<file path="src/rcf_pkg.sv">
// Shared types, constants and register indexes of the RTMP chunk framer.
package rcf_pkg;

  localparam int COUNT_W     = 24;
  localparam int CSID_W      = 6;
  localparam int CS_W        = 16;
  localparam int CS_EFF_W    = CS_W + 1;
  localparam int MSID_W      = 32;
  localparam int HDR_BYTES   = 12;
  localparam int ITEM_BYTES  = HDR_BYTES + 1;
  localparam int IDX_W       = $clog2(ITEM_BYTES);
  localparam int STEP_W      = $clog2(COUNT_W);
  localparam int CFG_W       = 32;
  localparam int CFG_IDX_W   = 1;

  localparam logic [7:0]      TYPE3_MARK       = 8'hC0;
  localparam logic [CS_W-1:0] CHUNK_SIZE_RESET = 16'd128;

  localparam logic [CFG_IDX_W-1:0] CFG_MSG_STREAM_ID = 1'd0;
  localparam logic [CFG_IDX_W-1:0] CFG_CHUNK_SIZE    = 1'd1;

  // One framed input: up to a full type-0 header plus one payload byte.
  typedef struct packed {
    logic [ITEM_BYTES-1:0][7:0] bytes;
    logic [IDX_W-1:0]           last_idx;
  } rcf_item_t;

  // Per-message framing state. rem is the payload count modulo chunk size.
  typedef struct packed {
    logic [COUNT_W-1:0] count;
    logic [CS_W-1:0]    rem;
    logic [CSID_W-1:0]  csid;
  } rcf_state_t;

  typedef struct packed {
    logic busy;
    logic done;
  } rcf_rem_stat_t;

  typedef enum logic {
    REM_IDLE,
    REM_RUN
  } rcf_rem_state_t;

endpackage

</file>
<file path="src/rcf_frame_build.sv">
// Combinational framing of one input transaction into its result bytes.
module rcf_frame_build import rcf_pkg::*; (
  input  logic [7:0]          data_byte,
  input  logic                first,
  input  logic [CSID_W-1:0]   chunk_stream_id,
  input  logic [COUNT_W-1:0]  message_timestamp,
  input  logic [COUNT_W-1:0]  message_length,
  input  logic [7:0]          message_type,
  input  logic [MSID_W-1:0]   msid,
  input  logic [CS_EFF_W-1:0] cs_eff,
  input  rcf_state_t          st,
  output rcf_item_t           item,
  output rcf_state_t          st_nxt
);

  logic [COUNT_W-1:0]  cnt_inc;
  logic [CS_EFF_W-1:0] rem_inc;
  logic                opens;

  assign cnt_inc = st.count + COUNT_W'(1);
  assign rem_inc = {1'b0, st.rem} + CS_EFF_W'(1);
  assign opens   = (st.count != '0) && (st.rem == '0);

  always_comb begin
    item   = '0;
    st_nxt = st;
    if (first) begin
      item.bytes[0]  = {2'b00, chunk_stream_id};
      item.bytes[1]  = message_timestamp[23:16];
      item.bytes[2]  = message_timestamp[15:8];
      item.bytes[3]  = message_timestamp[7:0];
      item.bytes[4]  = message_length[23:16];
      item.bytes[5]  = message_length[15:8];
      item.bytes[6]  = message_length[7:0];
      item.bytes[7]  = message_type;
      item.bytes[8]  = msid[7:0];
      item.bytes[9]  = msid[15:8];
      item.bytes[10] = msid[23:16];
      item.bytes[11] = msid[31:24];
      item.bytes[12] = data_byte;
      st_nxt.csid    = chunk_stream_id;
      if (message_length != '0) begin
        item.last_idx = IDX_W'(HDR_BYTES);
        st_nxt.count  = COUNT_W'(1);
        st_nxt.rem    = (cs_eff == CS_EFF_W'(1)) ? '0 : CS_W'(1);
      end else begin
        item.last_idx = IDX_W'(HDR_BYTES - 1);
        st_nxt.count  = '0;
        st_nxt.rem    = '0;
      end
    end else begin
      if (opens) begin
        item.bytes[0] = TYPE3_MARK | {2'b00, st.csid};
        item.bytes[1] = data_byte;
        item.last_idx = IDX_W'(1);
      end else begin
        item.bytes[0] = data_byte;
        item.last_idx = '0;
      end
      st_nxt.count = cnt_inc;
      // A count that wraps to zero starts the modulo over as well.
      if ((cnt_inc == '0) || (rem_inc == cs_eff)) begin
        st_nxt.rem = '0;
      end else begin
        st_nxt.rem = rem_inc[CS_W-1:0];
      end
    end
  end

endmodule

</file>
<file path="src/rcf_rem_unit.sv">
// Bit-serial remainder of the payload count by a newly written chunk size.
module rcf_rem_unit import rcf_pkg::*; (
  input  logic                clk,
  input  logic                rst_n,
  input  logic                start,
  input  logic [COUNT_W-1:0]  count,
  input  logic [CS_EFF_W-1:0] cs_eff,
  output rcf_rem_stat_t       stat,
  output logic [CS_W-1:0]     rem
);

  rcf_rem_state_t      state_r, state_nxt;
  logic [STEP_W-1:0]   step_r, step_nxt;
  logic [COUNT_W-1:0]  sh_r, sh_nxt;
  logic [CS_EFF_W-1:0] acc_r, acc_nxt;
  logic [CS_EFF_W-1:0] trial;
  logic [CS_EFF_W-1:0] red;

  // Partial remainder stays below the divisor, so its top bit is always clear.
  assign trial = {acc_r[CS_EFF_W-2:0], sh_r[COUNT_W-1]};
  assign red   = (trial >= cs_eff) ? (trial - cs_eff) : trial;
  assign rem   = red[CS_W-1:0];

  always_ff @(posedge clk) begin
    if (!rst_n) begin
      state_r <= REM_IDLE;
      step_r  <= '0;
    end else begin
      state_r <= state_nxt;
      step_r  <= step_nxt;
    end
    sh_r  <= sh_nxt;
    acc_r <= acc_nxt;
  end

  always_comb begin
    state_nxt = state_r;
    step_nxt  = step_r;
    sh_nxt    = sh_r;
    acc_nxt   = acc_r;
    stat      = '0;
    case (state_r)
      REM_IDLE: begin
        if (start) begin
          state_nxt = REM_RUN;
          step_nxt  = '0;
          sh_nxt    = count;
          acc_nxt   = '0;
        end
      end
      REM_RUN: begin
        stat.busy = 1'b1;
        acc_nxt   = red;
        sh_nxt    = {sh_r[COUNT_W-2:0], 1'b0};
        step_nxt  = step_r + STEP_W'(1);
        if (step_r == STEP_W'(COUNT_W - 1)) begin
          stat.done = 1'b1;
          state_nxt = REM_IDLE;
        end
      end
      default: begin
        state_nxt = REM_IDLE;
      end
    endcase
  end

endmodule

</file>
<file path="src/rcf_out_stage.sv">
// Item register and byte serializer feeding the registered result channel.
module rcf_out_stage import rcf_pkg::*; (
  input  logic      clk,
  input  logic      rst_n,
  input  logic      load,
  input  rcf_item_t item,
  output logic      ready,
  output logic      out_valid,
  input  logic      out_stall,
  output logic [7:0] out_byte,
  output logic      out_last
);

  logic             a_valid_r;
  rcf_item_t        item_r;
  logic [IDX_W-1:0] idx_r;
  logic             ov_r;
  logic [7:0]       ob_r;
  logic             ol_r;
  logic             move;
  logic             fin;

  assign move  = a_valid_r && (!ov_r || !out_stall);
  assign fin   = move && (idx_r == item_r.last_idx);
  assign ready = !a_valid_r || fin;

  always_ff @(posedge clk) begin
    if (!rst_n) begin
      a_valid_r <= 1'b0;
      ov_r      <= 1'b0;
      idx_r     <= '0;
    end else begin
      if (load) begin
        a_valid_r <= 1'b1;
        idx_r     <= '0;
      end else begin
        if (fin) begin
          a_valid_r <= 1'b0;
        end
        if (move) begin
          idx_r <= idx_r + IDX_W'(1);
        end
      end
      if (move) begin
        ov_r <= 1'b1;
      end else if (!out_stall) begin
        ov_r <= 1'b0;
      end
    end
    if (load) begin
      item_r <= item;
    end
    if (move) begin
      ob_r <= item_r.bytes[idx_r];
      ol_r <= (idx_r == item_r.last_idx);
    end
  end

  assign out_valid = ov_r;
  assign out_byte  = ob_r;
  assign out_last  = ol_r;

endmodule

</file>
<file path="src/rtmp_chunk_framer_core.sv">
// Top level of the RTMP chunk framer: configuration, framing state and datapath.
//
// Payload bytes of a message enter one per input transaction and leave as an RTMP
// chunk stream, one byte per result transaction, with out_last marking the final
// byte that an input transaction causes. A transaction with first set emits a
// 12-byte type-0 header (12 bytes only if its length is zero, else 13 with the
// payload byte); a payload byte that opens a new chunk emits a one-byte type-3
// header ahead of it (2 bytes); any other payload byte emits itself alone. Each
// transaction is framed combinationally into an item register, and a serializer
// drains it into the output register at one byte per cycle while out_stall is
// low, so the block then takes one input transaction per cycle for plain payload
// bytes; a transaction that emits more bytes holds input off until the serializer
// has moved its last byte out. A write to chunk_size starts a bit-serial remainder
// pass that aligns the chunk position of the current message to the new size;
// input is stalled from that write until the pass is done. The timestamp is 24
// bits and no extended timestamp is ever sent. A chunk_size of zero means 65536.
module rtmp_chunk_framer_core import rcf_pkg::*; (
  input  logic                 clk,
  input  logic                 rst_n,
  // Input channel.
  input  logic                 in_valid,
  output logic                 in_stall,
  input  logic [7:0]           in_data_byte,
  input  logic                 in_first,
  input  logic [CSID_W-1:0]    in_chunk_stream_id,
  input  logic [COUNT_W-1:0]   in_message_timestamp,
  input  logic [COUNT_W-1:0]   in_message_length,
  input  logic [7:0]           in_message_type,
  // Result channel.
  output logic                 out_valid,
  input  logic                 out_stall,
  output logic [7:0]           out_byte,
  output logic                 out_last,
  // Configuration write port.
  input  logic                 cfg_we,
  input  logic [CFG_IDX_W-1:0] cfg_index,
  input  logic [CFG_W-1:0]     cfg_wdata
);

  logic [MSID_W-1:0]   msid_r;
  logic [CS_W-1:0]     cs_r;
  logic                cs_pend_r;
  rcf_state_t          st_r;
  rcf_state_t          st_nxt;
  rcf_item_t           item;
  logic [CS_EFF_W-1:0] cs_eff;
  logic                accept;
  logic                os_ready;
  rcf_rem_stat_t       rem_stat;
  logic [CS_W-1:0]     rem_res;

  // Zero in the 16-bit register stands for a 65536-byte chunk.
  assign cs_eff = {(cs_r == '0), cs_r};

  // Input is held off while a configuration write lands and while the chunk
  // position is being recomputed, so no transaction sees a stale remainder.
  assign in_stall = !os_ready || cfg_we || cs_pend_r || rem_stat.busy;
  assign accept   = in_valid && !in_stall;

  always_ff @(posedge clk) begin
    if (!rst_n) begin
      msid_r    <= '0;
      cs_r      <= CHUNK_SIZE_RESET;
      cs_pend_r <= 1'b0;
      st_r      <= '0;
    end else begin
      cs_pend_r <= cfg_we && (cfg_index == CFG_CHUNK_SIZE);
      if (cfg_we) begin
        case (cfg_index)
          CFG_MSG_STREAM_ID: msid_r <= cfg_wdata[MSID_W-1:0];
          CFG_CHUNK_SIZE:    cs_r   <= cfg_wdata[CS_W-1:0];
          default: begin
          end
        endcase
      end
      if (accept) begin
        st_r <= st_nxt;
      end else if (rem_stat.done) begin
        st_r.rem <= rem_res;
      end
    end
  end

  rcf_frame_build u_build (
    .data_byte         (in_data_byte),
    .first             (in_first),
    .chunk_stream_id   (in_chunk_stream_id),
    .message_timestamp (in_message_timestamp),
    .message_length    (in_message_length),
    .message_type      (in_message_type),
    .msid              (msid_r),
    .cs_eff            (cs_eff),
    .st                (st_r),
    .item              (item),
    .st_nxt            (st_nxt)
  );

  rcf_rem_unit u_rem (
    .clk    (clk),
    .rst_n  (rst_n),
    .start  (cs_pend_r),
    .count  (st_r.count),
    .cs_eff (cs_eff),
    .stat   (rem_stat),
    .rem    (rem_res)
  );

  rcf_out_stage u_out (
    .clk       (clk),
    .rst_n     (rst_n),
    .load      (accept),
    .item      (item),
    .ready     (os_ready),
    .out_valid (out_valid),
    .out_stall (out_stall),
    .out_byte  (out_byte),
    .out_last  (out_last)
  );

endmodule

</file>
<file path="config.mk">
export PLATFORM = sky130hd
export DESIGN_NAME = rtmp_chunk_framer_core
export DESIGN_NICKNAME = d
export VERILOG_FILES = /design/src/rcf_pkg.sv /design/src/rcf_frame_build.sv /design/src/rcf_rem_unit.sv /design/src/rcf_out_stage.sv /design/src/rtmp_chunk_framer_core.sv
export SDC_FILE = /design/constraint.sdc
export NUM_CORES = 1
export LEC_CHECK = 0
export BUFFER_PORTS_ARGS = -buffer_cell sky130_fd_sc_hd__buf_2
export CAP_MARGIN = 20
export CORE_ASPECT_RATIO = 2
export CORE_UTILIZATION = 65
export CTS_BUF_LIST = sky130_fd_sc_hd__clkbuf_2
export DETAILED_ROUTE_END_ITERATION = 7
export GPL_ROUTABILITY_DRIVEN = 1
export PLACE_DENSITY = 0.86
export SYNTH_ARGS = -nofsm -noshare
export SYNTH_HDL_FRONTEND = slang
export SYNTH_SLANG_ARGS = --single-unit
</file>
<file path="constraint.sdc">
create_clock -name clk -period 12.8 [get_ports clk]
set_input_delay 1.92 -clock clk [delete_from_list [all_inputs] [get_ports clk]]
set_output_delay 1.92 -clock clk [all_outputs]
set_load 0.1 [all_outputs]
</file>
# Yosys cells after proc, flatten, opt, wreduce, memory -nomap -nowiden

Index checks and enable logic that the tools add are counted.

Output and inout bits: 11
Register bits: 264
Logic and storage cells: 101
Input port bits: 109

$add $sub $neg: 5
Bitwise gates (word level): 3
Reduce and logical (&&, ||, !) cells: 27
Multiplexer cells: 28
Magnitude comparators: 2
Equality and inequality tests: 6

Operator list:

| cell                                                                   | number |
|---|---|
| 16-bit 2-to-1 mux                                                      | 5 |
| 24-bit case mux with 2 select lines                                    | 1 |
| 24-bit nonzero test                                                    | 2 |
| 40-bit 2-to-1 mux                                                      | 1 |
| 8-bit binary-select mux with 4-bit select                              | 1 |
| 16-bit zero test                                                       | 2 |
| 16-bit case mux with 2 select lines                                    | 1 |
| 24-bit by 1-bit adder with 24-bit output, second input constant        | 1 |
| 24-bit zero test                                                       | 1 |
| 24-bit 2-to-1 mux                                                      | 1 |
| 20-bit 2-to-1 mux                                                      | 1 |
| 16-bit by 1-bit adder with 17-bit output, second input constant        | 1 |
| 17-bit by 1-bit equality test with 1-bit output, second input constant | 1 |
| 17-bit equality test                                                   | 1 |
| 17-bit greater-or-equal comparator                                     | 1 |
| 17-bit 2-to-1 mux                                                      | 1 |
| 8-bit 2-to-1 mux                                                       | 2 |
| 16-bit subtractor                                                      | 1 |
| 12-bit 2-to-1 mux                                                      | 1 |
| 5-bit case mux with 2 select lines                                     | 1 |
| 1-bit 2-to-1 mux                                                       | 8 |
| 1-bit logical OR                                                       | 6 |
| 2-bit AND reduction                                                    | 3 |
| 5-bit by 1-bit adder with 5-bit output, second input constant          | 1 |
| other kinds (15)                                                       | 26 |

# Longest topological paths before layout

Depth in word-level cells: 12
Gate-level depth with buffers: 13
Mapped depth without buffers: 12

# Hierarchy

Synthesis repeated with hierarchy kept, for this count alone.

Cell total of the unflattened synthesis: 1,446
Area total of the unflattened synthesis: 14,644.0 sq um

Modules (own cells, without submodules):

| module                 | instances | area an instance (sq um) | sequential area each (sq um) | cells each |
|---|---|---|---|---|
| rcf_out_stage          | 1         | 4,753.3                  | 3,633.5                      | 248 |
| rtmp_chunk_framer_core | 1         | 3,851.2                  | 1,901.8                      | 441 |
| rcf_rem_unit           | 1         | 3,266.9                  | 1,321.3                      | 318 |
| rcf_frame_build        | 1         | 2,772.7                  | 0.0                          | 439 |

# Worst setup path after synthesis

Ideal clock, no wire load.

Path kind: input to register
Start: input port out_stall
End: register st_r[22] in the netlist's numbering
Setup time: 0.122 ns
Data required time: 12.678 ns
Cell stages on the path: 7
Arrival: 6.240 ns
Slack: 6.438 ns
Buffers on the path: 1
Path through: nand2_1 > a21bo_2 > nand4b_1 > inv_2 > buf_1 > a21oi_1 > a311oi_1

Word-level cells in the longest chain between the ends: 11

RTL lines:

| item                           | line                         | text |
|---|---|---|
| start, declared                | rtmp_chunk_framer_core.sv:31 | `input logic out_stall,` |
| 1-bit zero test                | rcf_out_stage.sv:23          | `assign move = a_valid_r && (!ov_r \|\| !out_stall);` |
| 1-bit logical OR               | rcf_out_stage.sv:23          |  |
| 1-bit logical AND              | rcf_out_stage.sv:23          |  |
| 1-bit logical AND              | rcf_out_stage.sv:24          | `assign fin = move && (idx_r == item_r.last_idx);` |
| 1-bit logical OR               | rcf_out_stage.sv:25          | `assign ready = !a_valid_r \|\| fin;` |
| 1-bit zero test                | rtmp_chunk_framer_core.sv:57 | `assign in_stall = !os_ready \|\| cfg_we \|\| cs_pend_r \|\| rem_stat.busy;` |
| 1-bit logical OR (3 in series) | rtmp_chunk_framer_core.sv:57 |  |
| 1-bit zero test                | rtmp_chunk_framer_core.sv:58 | `assign accept = in_valid && !in_stall;` |
| 1-bit logical AND              | rtmp_chunk_framer_core.sv:58 |  |
| net accept                     | rtmp_chunk_framer_core.sv:47 | `logic accept;` |
| end signal, assigned           | rtmp_chunk_framer_core.sv:77 | `st_r <= st_nxt;` |
| end, declared                  | rtmp_chunk_framer_core.sv:43 | `rcf_state_t st_r;` |

The timed path passes the listed nets, and every way through them passes these cells.
A chain may end at the register's enable or synchronous reset.

# Worst setup path in the final report

Start: input port out_stall
End: output port in_stall

Word-level cells in the longest chain between the ends: 9

RTL lines:

| item                           | line                         | text |
|---|---|---|
| 1-bit zero test                | rcf_out_stage.sv:23          |  |
| 1-bit logical OR               | rcf_out_stage.sv:23          |  |
| 1-bit logical AND              | rcf_out_stage.sv:23          |  |
| 1-bit logical AND              | rcf_out_stage.sv:24          |  |
| 1-bit logical OR               | rcf_out_stage.sv:25          |  |
| 1-bit zero test                | rtmp_chunk_framer_core.sv:57 |  |
| 1-bit logical OR (3 in series) | rtmp_chunk_framer_core.sv:57 |  |
| end, declared                  | rtmp_chunk_framer_core.sv:22 | `output logic in_stall,` |

No other way between the ends.

==> flow_summary.ini <==
[placed_design]
finalWeightedCongestion = 0.9526
dp_cells = 1624
numPortBuffers = 119
hpwlAfterDp_mm = 25.03

[synth]
synth_fp_nets = 1449
ys_async_sr_fraction_pct = 0
ys_seq_area_share_pct = 51.37
synth_edf_count = 157
synth_cell_types = 78
synthFlopType = edfxtp_1
syn_inst = 1316
yosysWarnings = 0
synth_area_um2 = 13350
ys_ff_latch = 264
synth.avg_cell_area_um2 = 10.14

[critical_path]
startpoint_type = input port
cp.required_ns = 10.88
crit_buf_inv = 2
crit_type = in2out
end_kind = primary output
crit_fanout = 3
cp_slowest_stage_delay_ns = 0.43
critPathTopFamily = buffers and inverters
slowest_stage = buf_2
critPathArrivalTime_ns = 2.80
cp_common_cell = buf_2
path_cells = buf_2 -> nand2_1 -> a21bo_2 -> nand3b_1 -> buf_2

[power_and_ir_drop]
p_sw_uw = 514.8
worst_ir_drop_vdd_mv = 0.06442
clock_power_share_pct = 29.1
p_int_mw = 1.220
p_sw_share_pct = 29.67
leakage_nw = 5.465
pwr-share-comb_pct = 14.6
p_per_area_nw_per_um2 = 119.4
pwr-share-seq_pct = 56.3

[route]
drtAntennaViolNets = 0
drc_errors = 0
vias_per_cell = 6.225
num_vias = 10770
first_pass_iters = 5
drt_iter0_drc = 655
wl_per_cell_um = 20.28
drt-total-wl_mm = 35.08

[final_layout]
fin_cells = 1730
multiInputGateArea_um2 = 6002
num-fill-cells = 1446
final_common_cell = nand2_1
register_area_um2 = 6858
final_cell_mix = nand2_1, edfxtp_1, buf_2
syn2layout_area_growth_pct = 8.896
drive_gt1_share_pct = 20.05
layout.nets = 1553
fin_util_pct = 72.66

[clock_network]
cts-root-to-sink-buffers = 3
cts.sinks = 264
clk_latency_ns = 0.86
cts_tree = done
cts_root_buffer = clkbuf_2
cts_hold_buf = 0
ctsResizeCount = 0
cts_buffers = 55
clk_pin_slew_ns = 0.10
post_cts_buffers = 0
htreeDepth = 2

[floorplan]
dieArea_um2 = 21150
die_w_um = 103.3
rows = 73
fp.coreArea_um2 = 20000
initial_core_util_pct = 66.72
design.portCount = 120
die_y_um = 204.7

[global_route]
grt_pass1_wl_mm = 53.92
grt_remaining_overflow = 0
antenna_found_initial = 2
track_usage_pct = 34.06
grt_pass1_vias = 10750
grt_max_degree = 131

[sta]
tightest_slew_ns = 1.010
skew_ns = 0.04593
final.period_utilization_pct = 36.87
rsz0062_at_grt = false
hold_viol = 0
slew_headroom_pct = 32.68
whs_ns = 0.4573
fmax_mhz = 211.9
setup_violations = 0
fin_crit_ns = 4.719
final_max_slew_viol_count = 0
fin_setup_tns_ns = 0

[status]
status = finished, final reports clean

[run]
cap_violations = 0

[min_path]
hp-class = reg2reg
[kinds of logic (layout without fill, tap and decap cells)]
logic type | count (synthesis) | after routing | share of synthesized area [%]
xor gates and xnor gates | 46 | 46 | 3.019
adders and majority gates | 24 | 24 | 2.306
DFF | 264 | 264 | 51.37
and+or+nand+nor | 529 | 529 | 20.15
muxes | 64 | 64 | 7.256
AOI/OAI and AO/OA | 265 | 265 | 12.22
buffers and inverters | 124 | 274 | 3.675
other | 0 | 2 | 0
[metal layers]
metal  wire [um]  part of all wire, %  GRT usage (%)  vias up
li1            -                    -              -     5013
met1       11550                   33          33.62     5109
met2       18280                   52          59.05      479
met3        2148                  6.1          6.448      169
met4        3101                  8.8          29.63        0
met5           0                    0              0        -
[worst reg2reg max path, cell delays in order, from the launching register on]
cell	delay [ns]
dfxtp_1	0.55
xor2_1	0.12
nor4_1	0.55
a21bo_2	0.27
nand4b_1	0.55
inv_4	0.71
buf_4	0.87
nand2_1	0.32
nand2_1	0.16
a21oi_1	0.07
[state kept, by name, indices dropped and copies added (netlist names)]
register         flops
cs_pend_r            1
cs_r                16
msid_r              32
st_r                46
u_out.a_valid_r      1
u_out.idx_r          4
u_out.item_r       108
u_out.out_byte       8
u_out.out_last       1
u_out.out_valid      1
u_rem.acc_r         16
u_rem.sh_r          24
u_rem.state_r        1
u_rem.step_r         5
[cell usage after synthesis (all sizes together) (4+ instances only)]
library cell / count / share of area (%)
nand2: 206 / 5.8
nor2b: 6 / 0.28
nand3: 33 / 1.2
mux2: 22 / 1.9
clkinv: 4 / 0.11
dfxtp: 107 / 16
and4: 4 / 0.26
xor2: 20 / 1.3
nand3b: 4 / 0.23
nor4: 23 / 1.3
and2: 100 / 4.7
edfxtp: 157 / 35
nor2: 67 / 1.9
clkbuf: 61 / 1.7
o31ai: 12 / 0.68
and3: 12 / 0.56
a21oi: 95 / 3.6
or3: 4 / 0.19
a21o: 6 / 0.34
nand2b: 11 / 0.52
a31oi: 21 / 0.98
nand4: 21 / 1.2
xnor2: 26 / 1.7
or4: 4 / 0.25
inv: 37 / 1.0
nor3: 16 / 0.60
o22ai: 7 / 0.33
ha: 23 / 2.2
o21ai: 64 / 2.4
a221oi: 9 / 0.59
mux2i: 18 / 1.3
mux4: 24 / 4.0
a311oi: 5 / 0.33
or2: 6 / 0.28
buf: 22 / 0.80
nor4b: 5 / 0.37
[power by group through the flow]
stage	sequential [mW]	combinational (mW)	clock [mW]
floorplan	0.993	0.166	0
global placement	0.993	0.242	0
detailed placement	0.995	0.249	0
CTS	0.975	0.251	0.516
finish	0.976	0.253	0.505
global route	0.980	0.274	0.549
[per-stage QoR]
step	instance area [um^2]	power (mW)	worst slack, ns
after floorplan	13350	1.159	6.438
after global placement	14010	1.235	7.989
after detailed placement	14010	1.244	7.748
after CTS	14520	1.742	8.083
after global routing	14530	1.803	8.006
final	14530	1.735	8.081
[cell type report]
type / instances / area share, %
antenna: 2 / 0.03444
clock buffer: 86 / 2.961
clock inverter: 17 / 0.5251
inverter: 41 / 1.076
multi-input combinational: 928 / 41.30
sequential: 264 / 47.19
tap: 262 / 2.256
timing repair buffer: 130 / 4.666
[final timing paths]
path	cells after the start	endpoint	startpoint	slack [ns]
setup / recovery	5	in_stall	out_stall	8.08
hold / removal	2	msid_r[18]	msid_r[18]	0.46
setup reg to reg	9	st_r[1]	u_out.idx_r[3]	8.50
hold reg to reg	2	msid_r[18]	msid_r[18]	0.46
Note: power is estimated with default switching activity, not from simulation.
